[config.mk]
export PLATFORM = sky130hd
export DESIGN_NAME = source_tokenizer
export DESIGN_NICKNAME = d
export VERILOG_FILES = /design/src/stok_pkg.sv /design/src/stok_front.sv /design/src/stok_fifo.sv /design/src/stok_back.sv /design/src/source_tokenizer.sv
export SDC_FILE = /design/constraint.sdc
export NUM_CORES = 2
export LEC_CHECK = 0
export BUFFER_PORTS_ARGS = -buffer_cell sky130_fd_sc_hd__buf_2
export CAP_MARGIN = 20
export CORE_MARGIN = 2
export CORE_UTILIZATION = 55
export CTS_BUF_LIST = sky130_fd_sc_hd__clkbuf_8
export CTS_CLUSTER_SIZE = 10
export DETAILED_ROUTE_END_ITERATION = 12
export GPL_TIMING_DRIVEN = 0
export PLACE_DENSITY = 0.81
export SYNTH_ARGS = -nofsm -noshare
export SYNTH_HDL_FRONTEND = slang
export SYNTH_SLANG_ARGS = --single-unit
[constraint.sdc]
create_clock -name clk_i -period 14.6 [get_ports clk_i]
set_clock_uncertainty 0.15 [all_clocks]
set_input_delay 2.19 -clock clk_i [delete_from_list [all_inputs] [get_ports clk_i]]
set_output_delay 2.19 -clock clk_i [all_outputs]
set_load 0.01 [all_outputs]
[src/stok_pkg.sv]
package stok_pkg;

  localparam int unsigned PositionBitsDef = 32;
  localparam int unsigned KeywordMaxDef   = 6;
  localparam int unsigned QueueDepthDef   = 2;
  localparam int unsigned MaxTokens       = 3;

  localparam logic [4:0] K_LBRACE  = 5'd0;
  localparam logic [4:0] K_RBRACE  = 5'd1;
  localparam logic [4:0] K_LPAREN  = 5'd2;
  localparam logic [4:0] K_RPAREN  = 5'd3;
  localparam logic [4:0] K_SEMI    = 5'd4;
  localparam logic [4:0] K_COMMA   = 5'd5;
  localparam logic [4:0] K_IDENT   = 5'd6;
  localparam logic [4:0] K_NUMBER  = 5'd7;
  localparam logic [4:0] K_STRING  = 5'd8;
  localparam logic [4:0] K_KW_BASE = 5'd9;
  localparam logic [4:0] K_TRUE    = 5'd14;
  localparam logic [4:0] K_PLUS    = 5'd17;
  localparam logic [4:0] K_MINUS   = 5'd18;
  localparam logic [4:0] K_STAR    = 5'd19;
  localparam logic [4:0] K_SLASH   = 5'd20;
  localparam logic [4:0] K_PERCENT = 5'd21;
  localparam logic [4:0] K_EQ      = 5'd22;
  localparam logic [4:0] K_EQEQ    = 5'd23;
  localparam logic [4:0] K_LT      = 5'd24;
  localparam logic [4:0] K_GT      = 5'd25;
  localparam logic [4:0] K_BANG    = 5'd26;
  localparam logic [4:0] K_END     = 5'd27;
  localparam logic [4:0] K_UNKNOWN = 5'd28;
  localparam logic [4:0] K_UNTERM  = 5'd29;
  localparam logic [4:0] K_NONE    = 5'd31;

  localparam logic [7:0] CH_EQ    = 8'h3d;
  localparam logic [7:0] CH_DOT   = 8'h2e;
  localparam logic [7:0] CH_QUOTE = 8'h22;
  localparam logic [7:0] CH_LF    = 8'h0a;

  localparam logic [63:0] KwText [8] = '{
    64'("if"), 64'("else"), 64'("while"), 64'("return"),
    64'("const"), 64'("true"), 64'("false"), 64'("define")};
  localparam logic [3:0] KwLen [8] = '{
    4'd2, 4'd4, 4'd5, 4'd6, 4'd5, 4'd4, 4'd5, 4'd6};

  typedef struct packed {
    logic [4:0]  kind;
    logic [31:0] line;
    logic [31:0] offset;
    logic [31:0] length;
    logic [31:0] literal;
    logic        ovf;
    logic [7:0]  uchar;
  } tok_t;

  typedef struct packed {
    tok_t [MaxTokens-1:0] tok;
    logic [1:0]           count;
  } bundle_t;

  function automatic logic is_digit(input logic [7:0] c);
    return c >= 8'h30 && c <= 8'h39;
  endfunction

  function automatic logic is_alpha(input logic [7:0] c);
    return (c >= 8'h61 && c <= 8'h7a) || (c >= 8'h41 && c <= 8'h5a);
  endfunction

  function automatic logic is_space(input logic [7:0] c);
    return c == 8'h20 || (c >= 8'h09 && c <= 8'h0d);
  endfunction

  // single-character tokens, K_NONE where the byte is not one
  function automatic logic [4:0] op_kind(input logic [7:0] c);
    logic [4:0] k;
    case (c)
      8'h7b: k = K_LBRACE;
      8'h7d: k = K_RBRACE;
      8'h28: k = K_LPAREN;
      8'h29: k = K_RPAREN;
      8'h3b: k = K_SEMI;
      8'h2c: k = K_COMMA;
      8'h2b: k = K_PLUS;
      8'h2d: k = K_MINUS;
      8'h2a: k = K_STAR;
      8'h2f: k = K_SLASH;
      8'h25: k = K_PERCENT;
      8'h3c: k = K_LT;
      8'h3e: k = K_GT;
      8'h21: k = K_BANG;
      default: k = K_NONE;
    endcase
    return k;
  endfunction

  function automatic logic [4:0] kw_kind(input logic [63:0] buf_v, input logic [3:0] len);
    logic [4:0] k;
    k = K_IDENT;
    for (int i = 7; i >= 0; i--) begin
      if (len == KwLen[i] && buf_v == KwText[i]) k = K_KW_BASE + 5'(i);
    end
    return k;
  endfunction

  function automatic tok_t mk_tok(input logic [4:0] kind, input logic [31:0] line,
                                  input logic [31:0] off, input logic [31:0] len,
                                  input logic [31:0] lit, input logic ovf,
                                  input logic [7:0] uch);
    tok_t t;
    t.kind = kind; t.line = line; t.offset = off; t.length = len;
    t.literal = lit; t.ovf = ovf; t.uchar = uch;
    return t;
  endfunction

endpackage

[src/stok_front.sv]
module stok_front import stok_pkg::*; #(
  parameter int unsigned POSITION_BITS     = PositionBitsDef,
  parameter int unsigned KEYWORD_MAX_CHARS = KeywordMaxDef
) (
  input  logic          clk_i,
  input  logic          rst_ni,
  input  logic          take_i,
  input  logic [7:0]    char_byte_i,
  input  logic          end_of_source_i,
  output logic          emit_o,
  output bundle_t       bundle_o
);

  localparam int unsigned P  = POSITION_BITS;
  localparam int unsigned KW = 8 * KEYWORD_MAX_CHARS;
  localparam int unsigned CW = $clog2(KEYWORD_MAX_CHARS + 2);

  typedef enum logic [2:0] {
    M_IDLE, M_EQ, M_INT, M_DOT, M_FRAC, M_IDENT, M_STR
  } mode_e;

  mode_e         mode_q, mode_d;
  logic [P-1:0]  pos_q, pos_d, start_q, start_d;
  logic [31:0]   line_q, line_d, sline_q, sline_d;
  logic [KW-1:0] kw_q, kw_d;
  logic [CW-1:0] kcnt_q, kcnt_d;
  logic [30:0]   num_q, num_d;
  logic          ovf_q, ovf_d;

  function automatic logic [31:0] to32(input logic [P-1:0] x);
    logic [63:0] w;
    w = 64'(x);
    return w[31:0];
  endfunction

  logic [P-1:0]  dot_pos;
  logic [31:0]   num_tok_len, cur_len, dot_len;
  logic [35:0]   num_next;
  logic [63:0]   kw_wide;
  logic [4:0]    id_kind;
  tok_t          num_tok, dot_tok, id_tok;

  assign dot_pos     = pos_q - P'(1);
  assign cur_len     = to32(pos_q - start_q);
  assign dot_len     = to32(dot_pos - start_q);
  assign num_next    = 36'(num_q) * 36'd10 + 36'(char_byte_i - 8'h30);
  assign kw_wide     = 64'(kw_q);
  assign id_kind     = (kcnt_q <= CW'(KEYWORD_MAX_CHARS)) ? kw_kind(kw_wide, 4'(kcnt_q))
                                                          : K_IDENT;
  assign num_tok_len = cur_len;
  assign num_tok = mk_tok(K_NUMBER, sline_q, to32(start_q), num_tok_len, 32'(num_q), ovf_q,
                          8'd0);
  assign dot_tok = mk_tok(K_UNKNOWN, line_q, to32(dot_pos), 32'd1, 32'd0, 1'b0, CH_DOT);
  assign id_tok  = mk_tok(id_kind, sline_q, to32(start_q), cur_len,
                          {31'd0, id_kind == K_TRUE}, 1'b0, 8'd0);

  always_comb begin
    logic       redo;
    logic [7:0] c;
    logic [4:0] ok;
    bundle_t    b;
    tok_t       t;
    c      = char_byte_i;
    redo   = 1'b0;
    b      = '0;
    t      = '0;
    ok     = op_kind(c);
    mode_d = mode_q; pos_d = pos_q; start_d = start_q;
    line_d = line_q; sline_d = sline_q; kw_d = kw_q; kcnt_d = kcnt_q;
    num_d  = num_q; ovf_d = ovf_q;
    if (end_of_source_i) begin
      case (mode_q)
        M_EQ: begin
          b.tok[0] = mk_tok(K_EQ, sline_q, to32(start_q), 32'd1, 32'd0, 1'b0, 8'd0);
          b.count  = 2'd1;
        end
        M_INT, M_FRAC: begin
          b.tok[0] = num_tok; b.count = 2'd1;
        end
        M_DOT: begin
          t = num_tok; t.length = dot_len;
          b.tok[0] = t; b.tok[1] = dot_tok; b.count = 2'd2;
        end
        M_IDENT: begin
          b.tok[0] = id_tok; b.count = 2'd1;
        end
        M_STR: begin
          b.tok[0] = mk_tok(K_UNTERM, sline_q, to32(start_q), cur_len, 32'd0, 1'b0, 8'd0);
          b.count  = 2'd1;
        end
        default: ;
      endcase
      b.tok[b.count] = mk_tok(K_END, line_q, to32(pos_q), 32'd0, 32'd0, 1'b0, 8'd0);
      b.count = b.count + 2'd1;
      mode_d = M_IDLE; pos_d = '0; start_d = '0; line_d = 32'd1; sline_d = 32'd1;
      kw_d = '0; kcnt_d = '0; num_d = '0; ovf_d = 1'b0;
    end else begin
      redo = 1'b1;
      case (mode_q)
        M_EQ: begin
          mode_d = M_IDLE;
          if (c == CH_EQ) begin
            b.tok[0] = mk_tok(K_EQEQ, sline_q, to32(start_q), 32'd2, 32'd0, 1'b0, 8'd0);
            redo = 1'b0;
          end else begin
            b.tok[0] = mk_tok(K_EQ, sline_q, to32(start_q), 32'd1, 32'd0, 1'b0, 8'd0);
          end
          b.count = 2'd1;
        end
        M_INT: begin
          redo = 1'b0;
          if (is_digit(c)) begin
            if (num_next > 36'h07fff_ffff) begin
              num_d = '1; ovf_d = 1'b1;
            end else begin
              num_d = num_next[30:0];
            end
          end else if (c == CH_DOT) begin
            mode_d = M_DOT;
          end else begin
            b.tok[0] = num_tok; b.count = 2'd1;
            mode_d = M_IDLE; redo = 1'b1;
          end
        end
        M_DOT: begin
          if (is_digit(c)) begin
            mode_d = M_FRAC; redo = 1'b0;
          end else begin
            t = num_tok; t.length = dot_len;
            b.tok[0] = t; b.tok[1] = dot_tok; b.count = 2'd2;
            mode_d = M_IDLE;
          end
        end
        M_FRAC: begin
          if (is_digit(c)) begin
            redo = 1'b0;
          end else begin
            b.tok[0] = num_tok; b.count = 2'd1; mode_d = M_IDLE;
          end
        end
        M_IDENT: begin
          if (is_digit(c) || is_alpha(c)) begin
            if (kcnt_q <= CW'(KEYWORD_MAX_CHARS)) begin
              kw_d   = {kw_q[KW-9:0], c};
              kcnt_d = kcnt_q + CW'(1);
            end
            redo = 1'b0;
          end else begin
            b.tok[0] = id_tok; b.count = 2'd1; mode_d = M_IDLE;
          end
        end
        M_STR: begin
          redo = 1'b0;
          if (c == CH_QUOTE) begin
            b.tok[0] = mk_tok(K_STRING, sline_q, to32(start_q), cur_len, 32'd0, 1'b0, 8'd0);
            b.count  = 2'd1;
            mode_d   = M_IDLE;
          end else if (c == CH_LF && line_q != '1) begin
            line_d = line_q + 32'd1;
          end
        end
        default: mode_d = M_IDLE;
      endcase
      if (redo) begin
        if (is_space(c)) begin
          if (c == CH_LF && line_q != '1) line_d = line_q + 32'd1;
        end else if (ok != K_NONE) begin
          b.tok[b.count] = mk_tok(ok, line_q, to32(pos_q), 32'd1, 32'd0, 1'b0, 8'd0);
          b.count = b.count + 2'd1;
        end else begin
          start_d = pos_q;
          sline_d = line_q;
          if (c == CH_EQ) begin
            mode_d = M_EQ;
          end else if (c == CH_QUOTE) begin
            start_d = pos_q + P'(1);
            mode_d  = M_STR;
          end else if (is_digit(c)) begin
            num_d = 31'(c - 8'h30); ovf_d = 1'b0; mode_d = M_INT;
          end else if (is_alpha(c)) begin
            kw_d = KW'(c); kcnt_d = CW'(1); mode_d = M_IDENT;
          end else begin
            b.tok[b.count] = mk_tok(K_UNKNOWN, line_q, to32(pos_q), 32'd1, 32'd0, 1'b0, c);
            b.count = b.count + 2'd1;
          end
        end
      end
      pos_d = pos_q + P'(1);
    end
    bundle_o = b;
    emit_o   = take_i && (b.count != 2'd0);
  end

  always_ff @(posedge clk_i or negedge rst_ni) begin
    if (!rst_ni) begin
      mode_q <= M_IDLE; pos_q <= '0; start_q <= '0; line_q <= 32'd1; sline_q <= 32'd1;
      kw_q <= '0; kcnt_q <= '0; num_q <= '0; ovf_q <= 1'b0;
    end else if (take_i) begin
      mode_q <= mode_d; pos_q <= pos_d; start_q <= start_d; line_q <= line_d;
      sline_q <= sline_d; kw_q <= kw_d; kcnt_q <= kcnt_d; num_q <= num_d; ovf_q <= ovf_d;
    end
  end

endmodule

[src/stok_fifo.sv]
module stok_fifo import stok_pkg::*; #(
  parameter int unsigned DEPTH = QueueDepthDef
) (
  input  logic    clk_i,
  input  logic    rst_ni,
  input  logic    wr_i,
  input  bundle_t wdata_i,
  output logic    full_o,
  input  logic    rd_i,
  output logic    avail_o,
  output bundle_t rdata_o
);

  localparam int unsigned PW = (DEPTH > 1) ? $clog2(DEPTH) : 1;
  localparam int unsigned NW = $clog2(DEPTH + 1);

  bundle_t       mem_q [DEPTH];
  logic [PW-1:0] wp_q, rp_q;
  logic [NW-1:0] cnt_q;

  assign full_o  = cnt_q == NW'(DEPTH);
  assign avail_o = cnt_q != '0;
  assign rdata_o = mem_q[rp_q];

  always_ff @(posedge clk_i) begin
    if (wr_i) mem_q[wp_q] <= wdata_i;
  end

  always_ff @(posedge clk_i or negedge rst_ni) begin
    if (!rst_ni) begin
      wp_q <= '0; rp_q <= '0; cnt_q <= '0;
    end else begin
      if (wr_i) wp_q <= (wp_q == PW'(DEPTH - 1)) ? '0 : wp_q + PW'(1);
      if (rd_i) rp_q <= (rp_q == PW'(DEPTH - 1)) ? '0 : rp_q + PW'(1);
      cnt_q <= cnt_q + NW'(wr_i) - NW'(rd_i);
    end
  end

endmodule

[src/stok_back.sv]
module stok_back import stok_pkg::*; (
  input  logic    clk_i,
  input  logic    rst_ni,
  input  logic    avail_i,
  input  bundle_t head_i,
  output logic    deq_o,
  input  logic    pop_i,
  output logic    empty_o,
  output tok_t    tok_o,
  output logic    last_o
);

  logic [1:0] idx_q;
  logic       ov_q, last_q;
  tok_t       out_q, pick;
  logic       load, is_last;

  always_comb begin
    case (idx_q)
      2'd0: pick = head_i.tok[0];
      2'd1: pick = head_i.tok[1];
      2'd2: pick = head_i.tok[2];
      default: pick = head_i.tok[0];
    endcase
  end

  assign load    = avail_i && (!ov_q || pop_i);
  assign is_last = idx_q == head_i.count - 2'd1;
  assign deq_o   = load && is_last;
  assign empty_o = !ov_q;
  assign tok_o   = out_q;
  assign last_o  = last_q;

  always_ff @(posedge clk_i) begin
    if (load) begin
      out_q  <= pick;
      last_q <= is_last;
    end
  end

  always_ff @(posedge clk_i or negedge rst_ni) begin
    if (!rst_ni) begin
      idx_q <= '0; ov_q <= 1'b0;
    end else begin
      if (load) begin
        ov_q  <= 1'b1;
        idx_q <= is_last ? 2'd0 : idx_q + 2'd1;
      end else if (pop_i) begin
        ov_q <= 1'b0;
      end
    end
  end

endmodule

[src/source_tokenizer.sv]
// channel   | handshake    | payload
// source    | push / full  | char_byte_i, end_of_source_i
// tokens    | pop / empty  | token_kind_o .. last_of_run_o
// A byte is scanned in the cycle it is taken; its tokens (up to three) go as
// one word into a short queue. Tokens leave through an output register, one
// per cycle unless pop stalls, so a run of single-token bytes streams at one
// per cycle; a multi-token byte holds the back end till all leave. full rises
// when the queue is full. Reset returns to line 1, offset 0, no queued tokens.
module source_tokenizer import stok_pkg::*; #(
  parameter int unsigned POSITION_BITS     = PositionBitsDef,
  parameter int unsigned KEYWORD_MAX_CHARS = KeywordMaxDef,
  parameter int unsigned QUEUE_DEPTH       = QueueDepthDef
) (
  input  logic        clk_i,
  input  logic        rst_ni,
  input  logic        push,
  output logic        full,
  input  logic [7:0]  char_byte_i,
  input  logic        end_of_source_i,
  output logic        empty,
  input  logic        pop,
  output logic [4:0]  token_kind_o,
  output logic [31:0] token_line_o,
  output logic [31:0] start_offset_o,
  output logic [31:0] token_length_o,
  output logic signed [31:0] literal_value_o,
  output logic        number_overflow_o,
  output logic [7:0]  unknown_char_o,
  output logic        last_of_run_o
);

  logic    take, emit, deq, avail;
  bundle_t wb, hb;
  tok_t    t;

  assign take = push && !full;

  stok_front #(
    .POSITION_BITS(POSITION_BITS), .KEYWORD_MAX_CHARS(KEYWORD_MAX_CHARS)
  ) u_front (
    .clk_i, .rst_ni, .take_i(take), .char_byte_i, .end_of_source_i,
    .emit_o(emit), .bundle_o(wb)
  );

  stok_fifo #(.DEPTH(QUEUE_DEPTH)) u_fifo (
    .clk_i, .rst_ni, .wr_i(emit), .wdata_i(wb), .full_o(full),
    .rd_i(deq), .avail_o(avail), .rdata_o(hb)
  );

  stok_back u_back (
    .clk_i, .rst_ni, .avail_i(avail), .head_i(hb), .deq_o(deq),
    .pop_i(pop && !empty), .empty_o(empty), .tok_o(t), .last_o(last_of_run_o)
  );

  assign token_kind_o      = t.kind;
  assign token_line_o      = t.line;
  assign start_offset_o    = t.offset;
  assign token_length_o    = t.length;
  assign literal_value_o   = t.literal;
  assign number_overflow_o = t.ovf;
  assign unknown_char_o    = t.uchar;

endmodule

==> flow_metrics.env <==
export IMPL_slew_viol_final=0
export IMPL_ioPinCount=158
export IMPL_vdd_ir_drop_max_mv=0.1102
export IMPL_power_density_nw_per_um2=206.6
export IMPL_leakagePower_uw=0.02197
export IMPL_io_buffer_count=155
export IMPL_design_area_sq_um=56140
export IMPL_fin_ws_ns=7.038
export IMPL_synth_edf_count=740
export IMPL_place_gp_congestion=0.9930
export IMPL_use_met3_pct=8.229
export IMPL_cts_resized=0
export IMPL_drive_above_1_share_pct=13.47
export IMPL_num_vias=38657
export IMPL_rsz0062_at_grt="false"
export IMPL_path_clk_slew_ns=0.07
export IMPL_path_class="in -> reg"
export IMPL_die_h_microns=305.7
export IMPL_cts_sinks=961
export IMPL_synth_cell_types=101
export IMPL_critPathArrivalTime_ns=7.95
export IMPL_gr_total_overflow=0
export IMPL_cp_start_kind="primary input"
export IMPL_grt_antenna_before_repair=9
export IMPL_crit_family="buffers and inverters"
export IMPL_htree_levels=4
export IMPL_place_area_sq_um=52980
export IMPL_final_antenna_net_count=0
export IMPL_hpwl_mm=107.4
export IMPL_nets=4856
export IMPL_yosysTopAreaCellShare_pct=44.38
export IMPL_period_share_pct=51.80
export IMPL_top_usage_layer="met2"
export IMPL_synth_nets=4513
export IMPL_ctsHoldBuffers=0
export IMPL_cts_setup_buffers=0
export IMPL_cp_num_buf_inv=9
export IMPL_clock_fmax_mhz=132.2
export IMPL_dr_first_iter_drc_count=5213
export IMPL_drc_errors=0
export IMPL_layout_common_cells="edfxtp_1, nand2_1, a21oi_1"
export IMPL_dieArea_sq_um=93470
export IMPL_grt_use_total_pct=31.56
export IMPL_p_clk_share_pct=20.4
export IMPL_yosys_warnings=0
export IMPL_firstDrtPassIters=6
export IMPL_sequentialPowerShare_pct=34.6
export IMPL_gr_usage_met2_pct=47.48
export IMPL_slew_headroom_pct=12.79
export IMPL_place_inst=5677
export IMPL_tightest_slew_ns=1.308
export IMPL_hold_violations=0
export IMPL_wl_per_cell_microns=25.18
export IMPL_final_cells=5970
export IMPL_pwr_share_comb_pct=45.0
export IMPL_clk_insertion_delay_late_ns=0.89
export IMPL_p_sw_share_pct=40.91
export IMPL_switchingPower_uw=4745
export IMPL_drv_cap=0
export IMPL_start_util_pct=55.55
export IMPL_ys_seq_elements=961
export IMPL_synthTopCellsByArea="edfxtp_1, dfrtp_1, ha_1, mux2_2, mux2i_1"
export IMPL_max_stage_delay_ns=0.60
export IMPL_crit_required_ns=14.99
export IMPL_dp_slack_ns=6.381
export IMPL_setup_violations_final=0
export IMPL_avgSynthCellArea_sq_um=11.60
export IMPL_yosysSeqAreaShare_pct=55.43
export IMPL_cts_root_buf="clkbuf_8"
export IMPL_synth_cells=4316
export IMPL_grt_pass1_wl_mm=223.9
export IMPL_yosysTopAreaCell="edfxtp_1"
export IMPL_crit_top_cell="buf_12"
export IMPL_intPower_uw=6854
export IMPL_cts_tree="done"
export IMPL_grt_max_degree=103
export IMPL_syn_area_sq_um=50070
export IMPL_async_reset_ff_share_pct=23.00
export IMPL_finalCriticalPeriod_ns=7.562
export IMPL_cts_buffer_depth=3
export IMPL_dieWidth_microns=305.7
export IMPL_use_met1_pct=42.40
export IMPL_cts_buffers=155
export IMPL_area_delta_synth_final_pct=12.12
export IMPL_worstHoldPathType="reg -> reg"
export IMPL_endpoint_kind="flop"
export IMPL_wl_mm=150.3
export IMPL_path_cells="buf_2 -> inv_1 -> ha_1 -> nor4b_2 -> and2_0 -> clkbuf_1 -> nor2_1 -> a21o_1 -> a21oi_1 -> a211oi_1 -> a21oi_1 -> o21ai_1 -> nor2_4 -> buf_16 -> buf_12 -> buf_12 -> buf_12 -> buf_12 -> buf_12"
export IMPL_final_common_cell="edfxtp_1"
export IMPL_cp_slowest_cell="nor2_4"
export IMPL_vias_per_cell=6.475
export IMPL_num_rows=110
export IMPL_core_area_sq_um=90150
export IMPL_grt_pass1_vias=37082
export IMPL_outcome="completed"
export IMPL_ys_flop_type="edfxtp_1"
export IMPL_crit_fanout=29
power groups by stage:
stage	registers (uW)	clock network [uW]	logic (uW)
2_1_floorplan	4330	0	3190
3_5_place_dp	4060	0	5070
6_report	4020	2360	5220
5_1_grt	4060	2490	5570
3_3_place_gp	4390	0	4860
4_1_cts	4010	2380	5110
cell usage after synthesis (22+ instances only):
cell type  instances
edfxtp_1         740
nand2_1          315
a21oi_1          278
nor2_1           255
dfrtp_1          219
o21ai_0          214
clkbuf_1         187
ha_1             180
mux2_2           158
mux2i_1          153
a22o_1           127
and2_1           125
xnor2_1          120
a221oi_1         107
inv_1            104
nor2b_1           92
nor3_1            80
nand3_1           72
xor2_1            71
a21o_1            58
o31ai_1           50
nand2b_1          46
buf_2             39
nand4_1           36
buf_1             33
o22ai_1           33
a22oi_1           31
a31oi_1           29
and3_1            28
or3_1             28
o21a_1            25
a211oi_1          22
a32oi_1           22
registers in the layout, summed over array words and instances, names as in the netlist:
register         count
u_front.num_q       31
u_back.last_o        1
u_front.start_q     32
u_back.tok_o       141
u_fifo.rp_q          1
u_front.mode_q       3
u_front.ovf_q        1
u_fifo.wp_q          1
u_front.kcnt_q       3
u_fifo.mem_q       598
u_front.pos_q       32
u_back.ov_q          1
u_fifo.cnt_q         2
u_front.kw_q        48
u_front.line_q      32
u_front.sline_q     32
u_back.idx_q         2
per-layer routing:
| metal | share of wire, % | wire [microns] |
|---|---|---|
| met1 | 39 | 58030 |
| met2 | 44 | 66270 |
| met3 | 12 | 18020 |
| met4 | 5.3 | 7933 |
| met5 | 0.027 | 41 |
worst min-delay path: stages, from the launching register on:
cell and delay, ns:
dfstp_2 0.37, inv_1 0.05, a2bb2oi_1 0.06
logic make-up after synthesis:
group,synth area share (%)
mux,6.612
flops,55.43
xor+xnor,3.341
fa+ha+maj,4.658
other cells,0.007489
compound gates,15.29
simple gates,11.71
buf+inv,2.956
final timing paths:
path                               startpoint                   to  slack, ns  cells after the start
setup reg to reg             u_front.num_q[1]    u_front.num_q[20]       7.58                     25
min in group asynchronous              rst_ni    u_front.num_q[11]       1.07                      1
hold / removal             u_front.sline_q[0]   u_front.sline_q[0]       0.32                      2
setup / recovery               char_byte_i[4]  u_fifo.mem_q[0][72]       7.04                     19
max in group asynchronous              rst_ni  u_front.start_q[25]      12.30                      2
hold reg to reg            u_front.sline_q[0]   u_front.sline_q[0]       0.32                      2
stage by stage:
step / setup TNS, ns / hold slack [ns] / total power (uW) / util [%]
after floorplan: -2055.49 / 0.2900 / 7521 / -
after global placement: -7031.87 / 0.2997 / 9254 / 58.04
after detailed placement: 0 / 0.3174 / 9129 / 58.77
after CTS: 0 / 0.3252 / 11490 / 62.24
after global routing: 0 / 0.3616 / 12120 / 62.28
final: 0 / 0.3239 / 11600 / 62.28
final cells by class:
class	instances	area, sq um
fill	6965	34010
timing repair buffer	186	1446
multi-input combinational	2983	20860
antenna	4	10.01
inverter	106	402.9
buffer	266	1082
tap	1176	1471
clock inverter	124	864.6
sequential	961	27750
clock buffer	164	2257
(Power assumes the default switching activity.)
